[config.mk]
export PLATFORM = sky130hd
export DESIGN_NAME = barrier_gate_controller_unit
export DESIGN_NICKNAME = d
export VERILOG_FILES = /design/src/rtl/bgc_pkg.sv /design/src/rtl/bgc_core.sv /design/src/rtl/barrier_gate_controller_unit.sv
export SDC_FILE = /design/constraint.sdc
export NUM_CORES = 1
export LEC_CHECK = 0
export ABC_AREA = 1
export BUFFER_PORTS_ARGS = -buffer_cell sky130_fd_sc_hd__buf_2
export CAP_MARGIN = 20
export CORE_MARGIN = 2
export CORE_UTILIZATION = 45
export DETAILED_ROUTE_END_ITERATION = 7
export GPL_TIMING_DRIVEN = 0
export PLACE_DENSITY = 0.68
export SYNTH_ARGS = -nofsm -noshare
export SYNTH_HDL_FRONTEND = slang
export SYNTH_SLANG_ARGS = --single-unit
[constraint.sdc]
create_clock -name clk -period 16.6 [get_ports clk]
set_clock_uncertainty 0.05 [all_clocks]
set_input_delay 1.66 -clock clk [delete_from_list [all_inputs] [get_ports clk]]
set_output_delay 1.66 -clock clk [all_outputs]
set_load 0.01 [all_outputs]
[src/rtl/bgc_pkg.sv]
`timescale 1ns / 1ps

package bgc_pkg;

    // Gate sequencer phases, coded as on the gate_phase output
    typedef enum logic [1:0] {
        PH_IDLE    = 2'd0,
        PH_OPENING = 2'd1,
        PH_OPEN    = 2'd2,
        PH_CLOSING = 2'd3
    } phase_t;

    // Configuration register indexes
    localparam logic [2:0] CFG_RAISED_POSITION   = 3'd0;
    localparam logic [2:0] CFG_LOWERED_POSITION  = 3'd1;
    localparam logic [2:0] CFG_SLEW_STEP         = 3'd2;
    localparam logic [2:0] CFG_ARRIVE_MARGIN     = 3'd3;
    localparam logic [2:0] CFG_HOLD_TICKS        = 3'd4;
    localparam logic [2:0] CFG_PASS_DELAY_TICKS  = 3'd5;
    localparam logic [2:0] CFG_DEBOUNCE_TICKS    = 3'd6;
    localparam logic [2:0] CFG_TICKS_PER_SECOND  = 3'd7;

    localparam int CFG_INDEX_W = 3;
    localparam int CFG_DATA_W  = 16;

    // Reset values
    localparam logic [14:0] RAISED_RESET     = 15'd1700;
    localparam logic [14:0] LOWERED_RESET    = 15'd750;
    localparam logic [7:0]  SLEW_RESET       = 8'd5;
    localparam logic [7:0]  MARGIN_RESET     = 8'd5;
    localparam logic [15:0] HOLD_RESET       = 16'd300;
    localparam logic [15:0] PASS_RESET       = 16'd30;
    localparam logic [7:0]  DEBOUNCE_RESET   = 8'd10;
    localparam logic [6:0]  TPS_RESET        = 7'd100;
    localparam logic [14:0] POSITION_RESET   = 15'd810;
    localparam logic [14:0] POSITION_MAX     = 15'h7FFF;
    localparam logic [9:0]  SECONDS_LIMIT    = 10'd1023;

    typedef struct packed {
        logic [14:0] raised_position;
        logic [14:0] lowered_position;
        logic [7:0]  slew_step;
        logic [7:0]  arrive_margin;
        logic [15:0] hold_ticks;
        logic [15:0] pass_delay_ticks;
        logic [7:0]  debounce_ticks;
        logic [6:0]  ticks_per_second;
    } cfg_t;

    typedef struct packed {
        phase_t      gate_phase;
        logic [14:0] servo_position;
        logic        car_detected;
        logic [9:0]  parked_seconds;
        logic        timing_active;
        logic        play_farewell;
    } result_t;

endpackage

[src/rtl/bgc_core.sv]
`timescale 1ns / 1ps

module bgc_core #(
    parameter int MAX_SECONDS = 999
) (
    input  logic           clk,
    input  logic           rst_n,
    input  logic           step,
    input  logic           car_sensed,
    input  logic           start_timing,
    input  bgc_pkg::cfg_t  cfg,
    output bgc_pkg::result_t result
);

    // Seconds saturate at the smaller of the parameter and the counter range
    localparam logic [9:0] SEC_CAP = (MAX_SECONDS < 1023) ?
        10'(MAX_SECONDS) : bgc_pkg::SECONDS_LIMIT;

    bgc_pkg::phase_t phase_reg, phase_next;
    logic [14:0] position_reg, position_next;
    logic [14:0] target_reg, target_next;
    logic [7:0]  debounce_count_reg, debounce_count_next;
    logic        detected_reg, detected_next;
    logic [15:0] hold_count_reg, hold_count_next;
    logic [6:0]  subsecond_count_reg, subsecond_count_next;
    logic [9:0]  seconds_reg, seconds_next;
    logic        counting_reg, counting_next;

    logic [7:0]  debounce_inc;
    logic [15:0] hold_cut;
    logic        open_arrive;
    logic        close_arrive;
    logic        hold_done;
    logic [14:0] seq_position;
    logic        seq_counting;
    logic        farewell;
    logic [15:0] slew_sum;
    logic [6:0]  subsecond_inc;

    // Debounce the sensor
    always_comb
    begin
        debounce_inc = debounce_count_reg + 8'd1;
        if (car_sensed)
        begin
            if (debounce_inc >= cfg.debounce_ticks)
            begin
                detected_next       = 1'b1;
                debounce_count_next = '0;
            end
            else
            begin
                detected_next       = detected_reg;
                debounce_count_next = debounce_inc;
            end
        end
        else
        begin
            detected_next       = 1'b0;
            debounce_count_next = '0;
        end
    end

    // Arrival and hold conditions
    always_comb
    begin
        open_arrive  = ({1'b0, position_reg} + {8'd0, cfg.arrive_margin})
                       >= {1'b0, cfg.raised_position};
        close_arrive = {1'b0, position_reg}
                       <= ({1'b0, cfg.lowered_position} + {8'd0, cfg.arrive_margin});
        hold_cut = hold_count_reg;
        if (!detected_next && (hold_cut > cfg.pass_delay_ticks))
            hold_cut = cfg.pass_delay_ticks;
        if (hold_cut != 16'd0)
            hold_cut = hold_cut - 16'd1;
        hold_done = (hold_cut == 16'd0);
    end

    // Sequencer next state
    always_comb
    begin
        phase_next = phase_reg;
        unique case (phase_reg)
            bgc_pkg::PH_IDLE:
                if (detected_next)
                    phase_next = bgc_pkg::PH_OPENING;
            bgc_pkg::PH_OPENING:
                if (open_arrive)
                    phase_next = bgc_pkg::PH_OPEN;
            bgc_pkg::PH_OPEN:
                if (hold_done)
                    phase_next = bgc_pkg::PH_CLOSING;
            bgc_pkg::PH_CLOSING:
                if (close_arrive)
                    phase_next = bgc_pkg::PH_IDLE;
            default:
                phase_next = phase_reg;
        endcase
    end

    // Sequencer outputs: targets, position snaps, hold count, stop, farewell
    always_comb
    begin
        target_next     = target_reg;
        seq_position    = position_reg;
        hold_count_next = hold_count_reg;
        seq_counting    = counting_reg;
        farewell        = 1'b0;
        unique case (phase_reg)
            bgc_pkg::PH_IDLE:
                if (detected_next)
                    target_next = cfg.raised_position;
            bgc_pkg::PH_OPENING:
                if (open_arrive)
                begin
                    seq_position    = cfg.raised_position;
                    hold_count_next = cfg.hold_ticks;
                end
            bgc_pkg::PH_OPEN:
            begin
                hold_count_next = hold_cut;
                if (hold_done)
                    target_next = cfg.lowered_position;
            end
            bgc_pkg::PH_CLOSING:
                if (close_arrive)
                begin
                    seq_position = cfg.lowered_position;
                    seq_counting = 1'b0;
                    farewell     = 1'b1;
                end
            default:
                farewell = 1'b0;
        endcase
    end

    // Slew toward the target, saturating at both ends
    always_comb
    begin
        slew_sum = {1'b0, seq_position} + {8'd0, cfg.slew_step};
        if (seq_position < target_next)
            position_next = slew_sum[15] ? bgc_pkg::POSITION_MAX : slew_sum[14:0];
        else if (seq_position > target_next)
            position_next = (seq_position > {7'd0, cfg.slew_step}) ?
                seq_position - {7'd0, cfg.slew_step} : 15'd0;
        else
            position_next = seq_position;
    end

    // Parking seconds; a start wins over a stop on the same tick
    always_comb
    begin
        counting_next        = seq_counting | start_timing;
        seconds_next         = start_timing ? 10'd0 : seconds_reg;
        subsecond_inc        = subsecond_count_reg + 7'd1;
        subsecond_count_next = '0;
        if (counting_next)
        begin
            if (subsecond_inc >= cfg.ticks_per_second)
            begin
                if (seconds_next < SEC_CAP)
                    seconds_next = seconds_next + 10'd1;
            end
            else
                subsecond_count_next = subsecond_inc;
        end
    end

    always_comb
    begin
        result.gate_phase     = phase_next;
        result.servo_position = position_next;
        result.car_detected   = detected_next;
        result.parked_seconds = seconds_next;
        result.timing_active  = counting_next;
        result.play_farewell  = farewell;
    end

    always_ff @(posedge clk or negedge rst_n)
    begin
        if (!rst_n)
        begin
            phase_reg           <= bgc_pkg::PH_IDLE;
            position_reg        <= bgc_pkg::POSITION_RESET;
            target_reg          <= bgc_pkg::LOWERED_RESET;
            debounce_count_reg  <= '0;
            detected_reg        <= 1'b0;
            hold_count_reg      <= '0;
            subsecond_count_reg <= '0;
            seconds_reg         <= '0;
            counting_reg        <= 1'b0;
        end
        else if (step)
        begin
            phase_reg           <= phase_next;
            position_reg        <= position_next;
            target_reg          <= target_next;
            debounce_count_reg  <= debounce_count_next;
            detected_reg        <= detected_next;
            hold_count_reg      <= hold_count_next;
            subsecond_count_reg <= subsecond_count_next;
            seconds_reg         <= seconds_next;
            counting_reg        <= counting_next;
        end
    end

endmodule

[src/rtl/barrier_gate_controller_unit.sv]
`timescale 1ns / 1ps

// Parking barrier controller. Each input transaction is one 10 ms tick carrying
// the car-sensor level and a start-timing pulse; each tick yields exactly one
// result transaction with the gate phase, servo pulse width, debounced
// detection flag, parked seconds, timing flag and farewell pulse. A tick is
// captured in an input register, processed by the state update once the
// result slot is free or being drained, and its result held in an output
// register until the result side takes it. One transaction is taken every
// clock cycle while the result side keeps up. The state update loop
// (debounce, sequencer, servo slew, seconds counter) sets that rate.
// Configuration registers are written through cfg_write/cfg_index/cfg_data and
// take effect on the next tick; write them only while no tick is in flight.
module barrier_gate_controller_unit #(
    parameter int MAX_SECONDS = 999
) (
    input  logic        clk,
    input  logic        rst_n,

    input  logic        cfg_write,
    input  logic [2:0]  cfg_index,
    input  logic [15:0] cfg_data,

    input  logic        in_valid,
    output logic        in_stall,
    input  logic        car_sensed,
    input  logic        start_timing,

    output logic        out_valid,
    input  logic        out_stall,
    output logic [1:0]  gate_phase,
    output logic [14:0] servo_position,
    output logic        car_detected,
    output logic [9:0]  parked_seconds,
    output logic        timing_active,
    output logic        play_farewell
);

    bgc_pkg::cfg_t cfg_reg;

    logic in_vld_reg;
    logic car_reg;
    logic start_reg;
    logic out_vld_reg;
    logic advance;

    bgc_pkg::result_t result;
    bgc_pkg::result_t res_reg;

    // Advance the held tick when the result slot is empty or being drained
    assign advance  = in_vld_reg && (!out_vld_reg || !out_stall);
    assign in_stall = in_vld_reg && !advance;

    // Configuration registers
    always_ff @(posedge clk or negedge rst_n)
    begin
        if (!rst_n)
        begin
            cfg_reg.raised_position  <= bgc_pkg::RAISED_RESET;
            cfg_reg.lowered_position <= bgc_pkg::LOWERED_RESET;
            cfg_reg.slew_step        <= bgc_pkg::SLEW_RESET;
            cfg_reg.arrive_margin    <= bgc_pkg::MARGIN_RESET;
            cfg_reg.hold_ticks       <= bgc_pkg::HOLD_RESET;
            cfg_reg.pass_delay_ticks <= bgc_pkg::PASS_RESET;
            cfg_reg.debounce_ticks   <= bgc_pkg::DEBOUNCE_RESET;
            cfg_reg.ticks_per_second <= bgc_pkg::TPS_RESET;
        end
        else if (cfg_write)
        begin
            unique case (cfg_index)
                bgc_pkg::CFG_RAISED_POSITION:  cfg_reg.raised_position  <= cfg_data[14:0];
                bgc_pkg::CFG_LOWERED_POSITION: cfg_reg.lowered_position <= cfg_data[14:0];
                bgc_pkg::CFG_SLEW_STEP:        cfg_reg.slew_step        <= cfg_data[7:0];
                bgc_pkg::CFG_ARRIVE_MARGIN:    cfg_reg.arrive_margin    <= cfg_data[7:0];
                bgc_pkg::CFG_HOLD_TICKS:       cfg_reg.hold_ticks       <= cfg_data;
                bgc_pkg::CFG_PASS_DELAY_TICKS: cfg_reg.pass_delay_ticks <= cfg_data;
                bgc_pkg::CFG_DEBOUNCE_TICKS:   cfg_reg.debounce_ticks   <= cfg_data[7:0];
                bgc_pkg::CFG_TICKS_PER_SECOND: cfg_reg.ticks_per_second <= cfg_data[6:0];
                default:                       cfg_reg                  <= cfg_reg;
            endcase
        end
    end

    // Input register: take a new tick whenever the slot is free or moving on
    always_ff @(posedge clk or negedge rst_n)
    begin
        if (!rst_n)
            in_vld_reg <= 1'b0;
        else if (!in_stall)
            in_vld_reg <= in_valid;
    end

    always_ff @(posedge clk)
    begin
        if (in_valid && !in_stall)
        begin
            car_reg   <= car_sensed;
            start_reg <= start_timing;
        end
    end

    bgc_core #(
        .MAX_SECONDS (MAX_SECONDS)
    ) u_core (
        .clk          (clk),
        .rst_n        (rst_n),
        .step         (advance),
        .car_sensed   (car_reg),
        .start_timing (start_reg),
        .cfg          (cfg_reg),
        .result       (result)
    );

    // Result register: hold while stalled, drop once taken
    always_ff @(posedge clk or negedge rst_n)
    begin
        if (!rst_n)
            out_vld_reg <= 1'b0;
        else if (advance)
            out_vld_reg <= 1'b1;
        else if (!out_stall)
            out_vld_reg <= 1'b0;
    end

    always_ff @(posedge clk)
    begin
        if (advance)
            res_reg <= result;
    end

    assign out_valid      = out_vld_reg;
    assign gate_phase     = res_reg.gate_phase;
    assign servo_position = res_reg.servo_position;
    assign car_detected   = res_reg.car_detected;
    assign parked_seconds = res_reg.parked_seconds;
    assign timing_active  = res_reg.timing_active;
    assign play_farewell  = res_reg.play_farewell;

endmodule

Yosys cells after proc, flatten, opt, wreduce, memory -nomap -nowiden
Index checks and enable logic that the tools add are counted. W data, S select, Z words.

Bitwise logic cells: 1. Add/sub/neg operators: 8. Reductions and logical operators: 24. Order comparisons: 9. Multipliers: 0. Equality and inequality tests: 12. Shift-type cells: 0. Divide/modulo/power cells: 0. Muxes and demuxes: 34.

Operators by type and width (count): $mux W15 (8); $pmux W15 S2 (2); $add A15 B8 Y16 (3); $mux W16 (3); $mux W10 (4); $pmux W16 S2 (1); $ge A16 B15 Y1 (1); $gt A16 B16 Y1 (1); $le A15 B16 Y1 (1); $logic_not A16 Y1 (1); $mux W8 (2); $reduce_and A2 Y1 (8); $reduce_bool A16 Y1 (1); $sub A16 B1 Y16 const B (1); $gt A15 B15 Y1 (1); $gt A15 B8 Y1 (1); $lt A15 B15 Y1 (1); $sub A15 B8 Y15 (1); $mux W7 (2); $eq A3 B3 Y1 const B (4); $add A10 B1 Y10 const B (1); $lt A10 B10 Y1 const B (1); $add A8 B1 Y8 const B (1); $ge A8 B8 Y1 (1); other kinds (18) (37).

Bits in latches: 0. Register bits after elaboration: 202. Memory bits (read-only): 0. Input bits: 26. Memories kept: 0. Memory bits (writable): 0. Output and inout port bits: 32.

Longest topological paths before layout
Depth in word-level cells: 15. Depth in mapped cells: 53. Depth with buffers taken out: 50.

Hierarchy
A second synthesis with hierarchy kept.

Cells, all modules: 2051. Area total of the unflattened synthesis: 14719.1 sq um.

Modules (own cells, without submodules): bgc_core (area each 9985.8 sq um, times used 1, cells an instance 1586); barrier_gate_controller_unit (area each 4733.3 sq um, times used 1, cells an instance 465).

Worst setup path before layout
No wires, ideal clock.

Kind: register to register. Start: register cfg_reg[47] in the netlist's numbering. End: register res_reg (netlist bit servo_position[11]) (data pin). Library setup time: 263 ps. Arrival time: 6002 ps. Path buffers: 2. Setup slack: 10284 ps. Clock period less this slack: 6316 ps. Cell stages (with the launch flop): 40. Cell sequence: dfstp_2 -> ha_1 -> fa_1 -> nand3_1 -> nand2_1 -> a21oi_1 -> o21ai_0 -> a21oi_1 -> o21bai_1 -> nand2_1 -> nor3_1 -> nand3_1 -> xnor2_1 -> ha_1 -> a21oi_1 -> nand3_1 -> nor2_2 -> nand3_1 -> [... 4 more ...] -> ha_1 -> nand2_1 -> o21ai_0 -> a21oi_1 -> nor2_1 -> o21a_1 -> o21a_1 -> o21ai_0 -> nand2_1 -> nand2_1 -> clkbuf_1 -> nor2_1 -> nand3_1 -> nor2_1 -> nor2_1 -> nor2_1 -> nand2_1 -> nand2_1.

RTL lines: start, declared (line barrier_gate_controller_unit.sv:39) `bgc_pkg::cfg_t cfg_reg;`; start signal, assigned (line barrier_gate_controller_unit.sv:79) `default: cfg_reg <= cfg_reg;`; end signal, assigned (line barrier_gate_controller_unit.sv:128) `res_reg <= result;`; end, declared (line barrier_gate_controller_unit.sv:48) `bgc_pkg::result_t res_reg;`.

==> reports/metrics.yaml <==
slew_headroom: 0.324
htreeDepth: 1
cts_resized: 0
die_area_mm2: 0.0338
clock_path_buffers: 3
crit_path_end_kind: "register"
clockRootBuffer: "clkbuf_16"
fp.coreArea_mm2: 0.0317
cp.arrival_ns: 8.55
pre_cts_slack_ns: 8.71
ys_seq_area_frac: 0.362
dr.pass1.iters: 6
grt_first_pass_wirelength_um: 70800
ios: 58
critPathKind: "register to register"
min_period_ns: 8.13
path_max_fanout: 10
syn_inst: 1977
post-synth-top-area-fraction: 0.222
fmax_ghz: 0.123
port_buffers: 57
cts_buffers: 24
ys_ff_latch: 202
min-delay-path-class: "register to register"
largest_reg_flops: 93
areaGrowthSynthToFinish_pct: 11.4
initial_core_util: 0.459
wl_per_cell_um: 18.1
drt_iter0_markers: 1236
clock_latency_ns: 0.54
synth_edf_count: 32
setup_viol: 0
worst_r2r_path_depth: 46
finalHoldViolations: 0
grt_usage: 0.268
rsz0062_at_grt: "no"
async_reset_ff_frac: 0.842
syn_area_per_cell_um2: 7.36
tightest_slew_ns: 1.01
r2r-start: "u_core.debounce_count_reg[0]"
status: "completed"
finalNetCount: 2203
layout_commonest_cell: "nand2_1"
rows: 65
postRouteAntennaNets: 0
cp_num_cells: 46
grt_max_degree: 90
synth_fp_nets: 2119
setup_ws_ns: 8.47
slowest_delay_ns: 0.42
nFillCells: 3128
diodes: 0
powerDensity_mw_per_mm2: 228
wl_um: 45000
path_clk_slew_ns: 0.06
crit_path_end: "u_core.position_reg[8]"
place.gp.congestion: 0.949
grt_pass1_vias: 13300
min_period_over_period: 0.489
max-cap-violations: 0
holdWs_ns: 0.425
antenna_found_initial: 1
hpwl_um: 34600
cts_sinks: 202
die_height_um: 184
cts_tree: "yes"
critical-path-top-delay-family: "simple AND/OR/NAND/NOR gates"
via_per_inst: 5.64
drc: 0
synth_ff_type: "dfrtp_1"
worstPathRequired_ns: 17.02
drive_above_1_share: 0.101
crit_buf_inv: 7
synth_area_leader_cell: "dfrtp_1"
yosysUniqueCellTypes: 54
path_common_cell: "nand2_1"
grt_overflow: 0
power_leakage_nw: 8.10
final_cell_mix: "nand2_1, inv_1, o21ai_0, dfrtp_1, nand3_1"
finalSetupTns_ns: 0
peakVddDrop_mv: 0.113
cts_setup_buffers: 0
crit_path_top_delay_cell: "dfrtp_1"
yosys_warnings: 0
r2r_end: "u_core.position_reg[8]"
reg2reg_slack_ns: 8.47
hold_buffers: 0
vias: 14000
slew_violations: 0
synthesis.area_mm2: 0.0146
startpoint: "u_core.debounce_count_reg[0]"
synth_area_leaders: "dfrtp_1, nand2_1, ha_1"
die_w_um: 184
cp-start-kind: "register"
routing by layer:
metal	GRT usage	vias up	part of all wire
met3	0.0368	100	0.073
met2	0.434	537	0.44
li1	-	6734	-
met1	0.368	6621	0.45
met4	0.0966	0	0.035
met5	0	-	0
worst register-to-register path: cells and delay by family, from the launching register on:
family | cells | cell delay [ns]
compound gates | 7 | 1.03
xor+xnor | 1 | 0.17
fa+ha+maj | 3 | 0.91
flops | 1 | 0.42
simple gates | 28 | 4.03
buf+inv | 7 | 1.50
through the flow:
| step | power (mW) | cells | utilization | area, um^2 |
|---|---|---|---|---|
| after CTS | 3.66 | 2481 | 0.511 | 16200 |
| after global placement | 3.03 | 2436 | 0.484 | 15300 |
| after global routing | 4.04 | 2481 | 0.511 | 16200 |
| after floorplan | 2.47 | 1977 | - | 14600 |
| after detailed placement | 3.09 | 2437 | 0.485 | 15400 |
| final | 3.70 | 2481 | 0.511 | 16200 |
area by class of cell:
| class | instances | area, um^2 | share of cell area |
|---|---|---|---|
| Clock buffer | 30 | 643 | 0.0397 |
| Buffer | 62 | 285 | 0.0176 |
| Multi-Input combinational cell | 1457 | 8040 | 0.496 |
| Timing Repair Buffer | 58 | 323 | 0.0199 |
| Clock inverter | 14 | 195 | 0.0120 |
| Inverter | 256 | 961 | 0.0593 |
| Sequential cell | 202 | 5270 | 0.325 |
| Tap cell | 402 | 503 | 0.0310 |
power by group:
group	total, mW	switching [mW]	internal [mW]	leakage [nW]
clock network	0.563	0.224	0.339	0.404
registers	0.796	0.109	0.688	2.39
logic	2.34	1.59	0.754	5.30
cell families after synthesis:
kind of cell	count (synthesis)	share of synthesized area
AO/OA/AOI/OAI	340	0.131
XOR/XNOR	55	0.0331
adder cells (fa/ha/maj)	116	0.102
buffers and inverters	318	0.0856
flip-flops	202	0.362
AND/OR/NAND/NOR	946	0.287
synthesized netlist by cell type (all sizes together), types with 9 or more instances:
library cell and number:
nand2 589, o21ai 182, o21bai 9, a21oi 81, o221ai 13, buf 19
nand4 77, inv 254, dfrtp 129, nand3 128, ha 112, dfstp 41
nor3 20, o22ai 25, edfxtp 32, nor2 123, xor2 47, clkbuf 43
how the worst min path moves through the flow:
stage                         start                    to  slack (ns)  cells past startpoint
2_1_floorplan            in_vld_reg             out_valid        0.38                      2
3_3_place_gp             in_vld_reg             out_valid        0.40                      2
3_5_place_dp             in_vld_reg             out_valid        0.41                      2
4_1_cts        u_core.target_reg[6]  u_core.target_reg[6]        0.43                      2
5_1_grt        u_core.target_reg[2]  u_core.target_reg[2]        0.44                      2
6_report                 in_vld_reg             out_valid        0.43                      2
No activity file was read; power rests on OpenSTA's default activity.
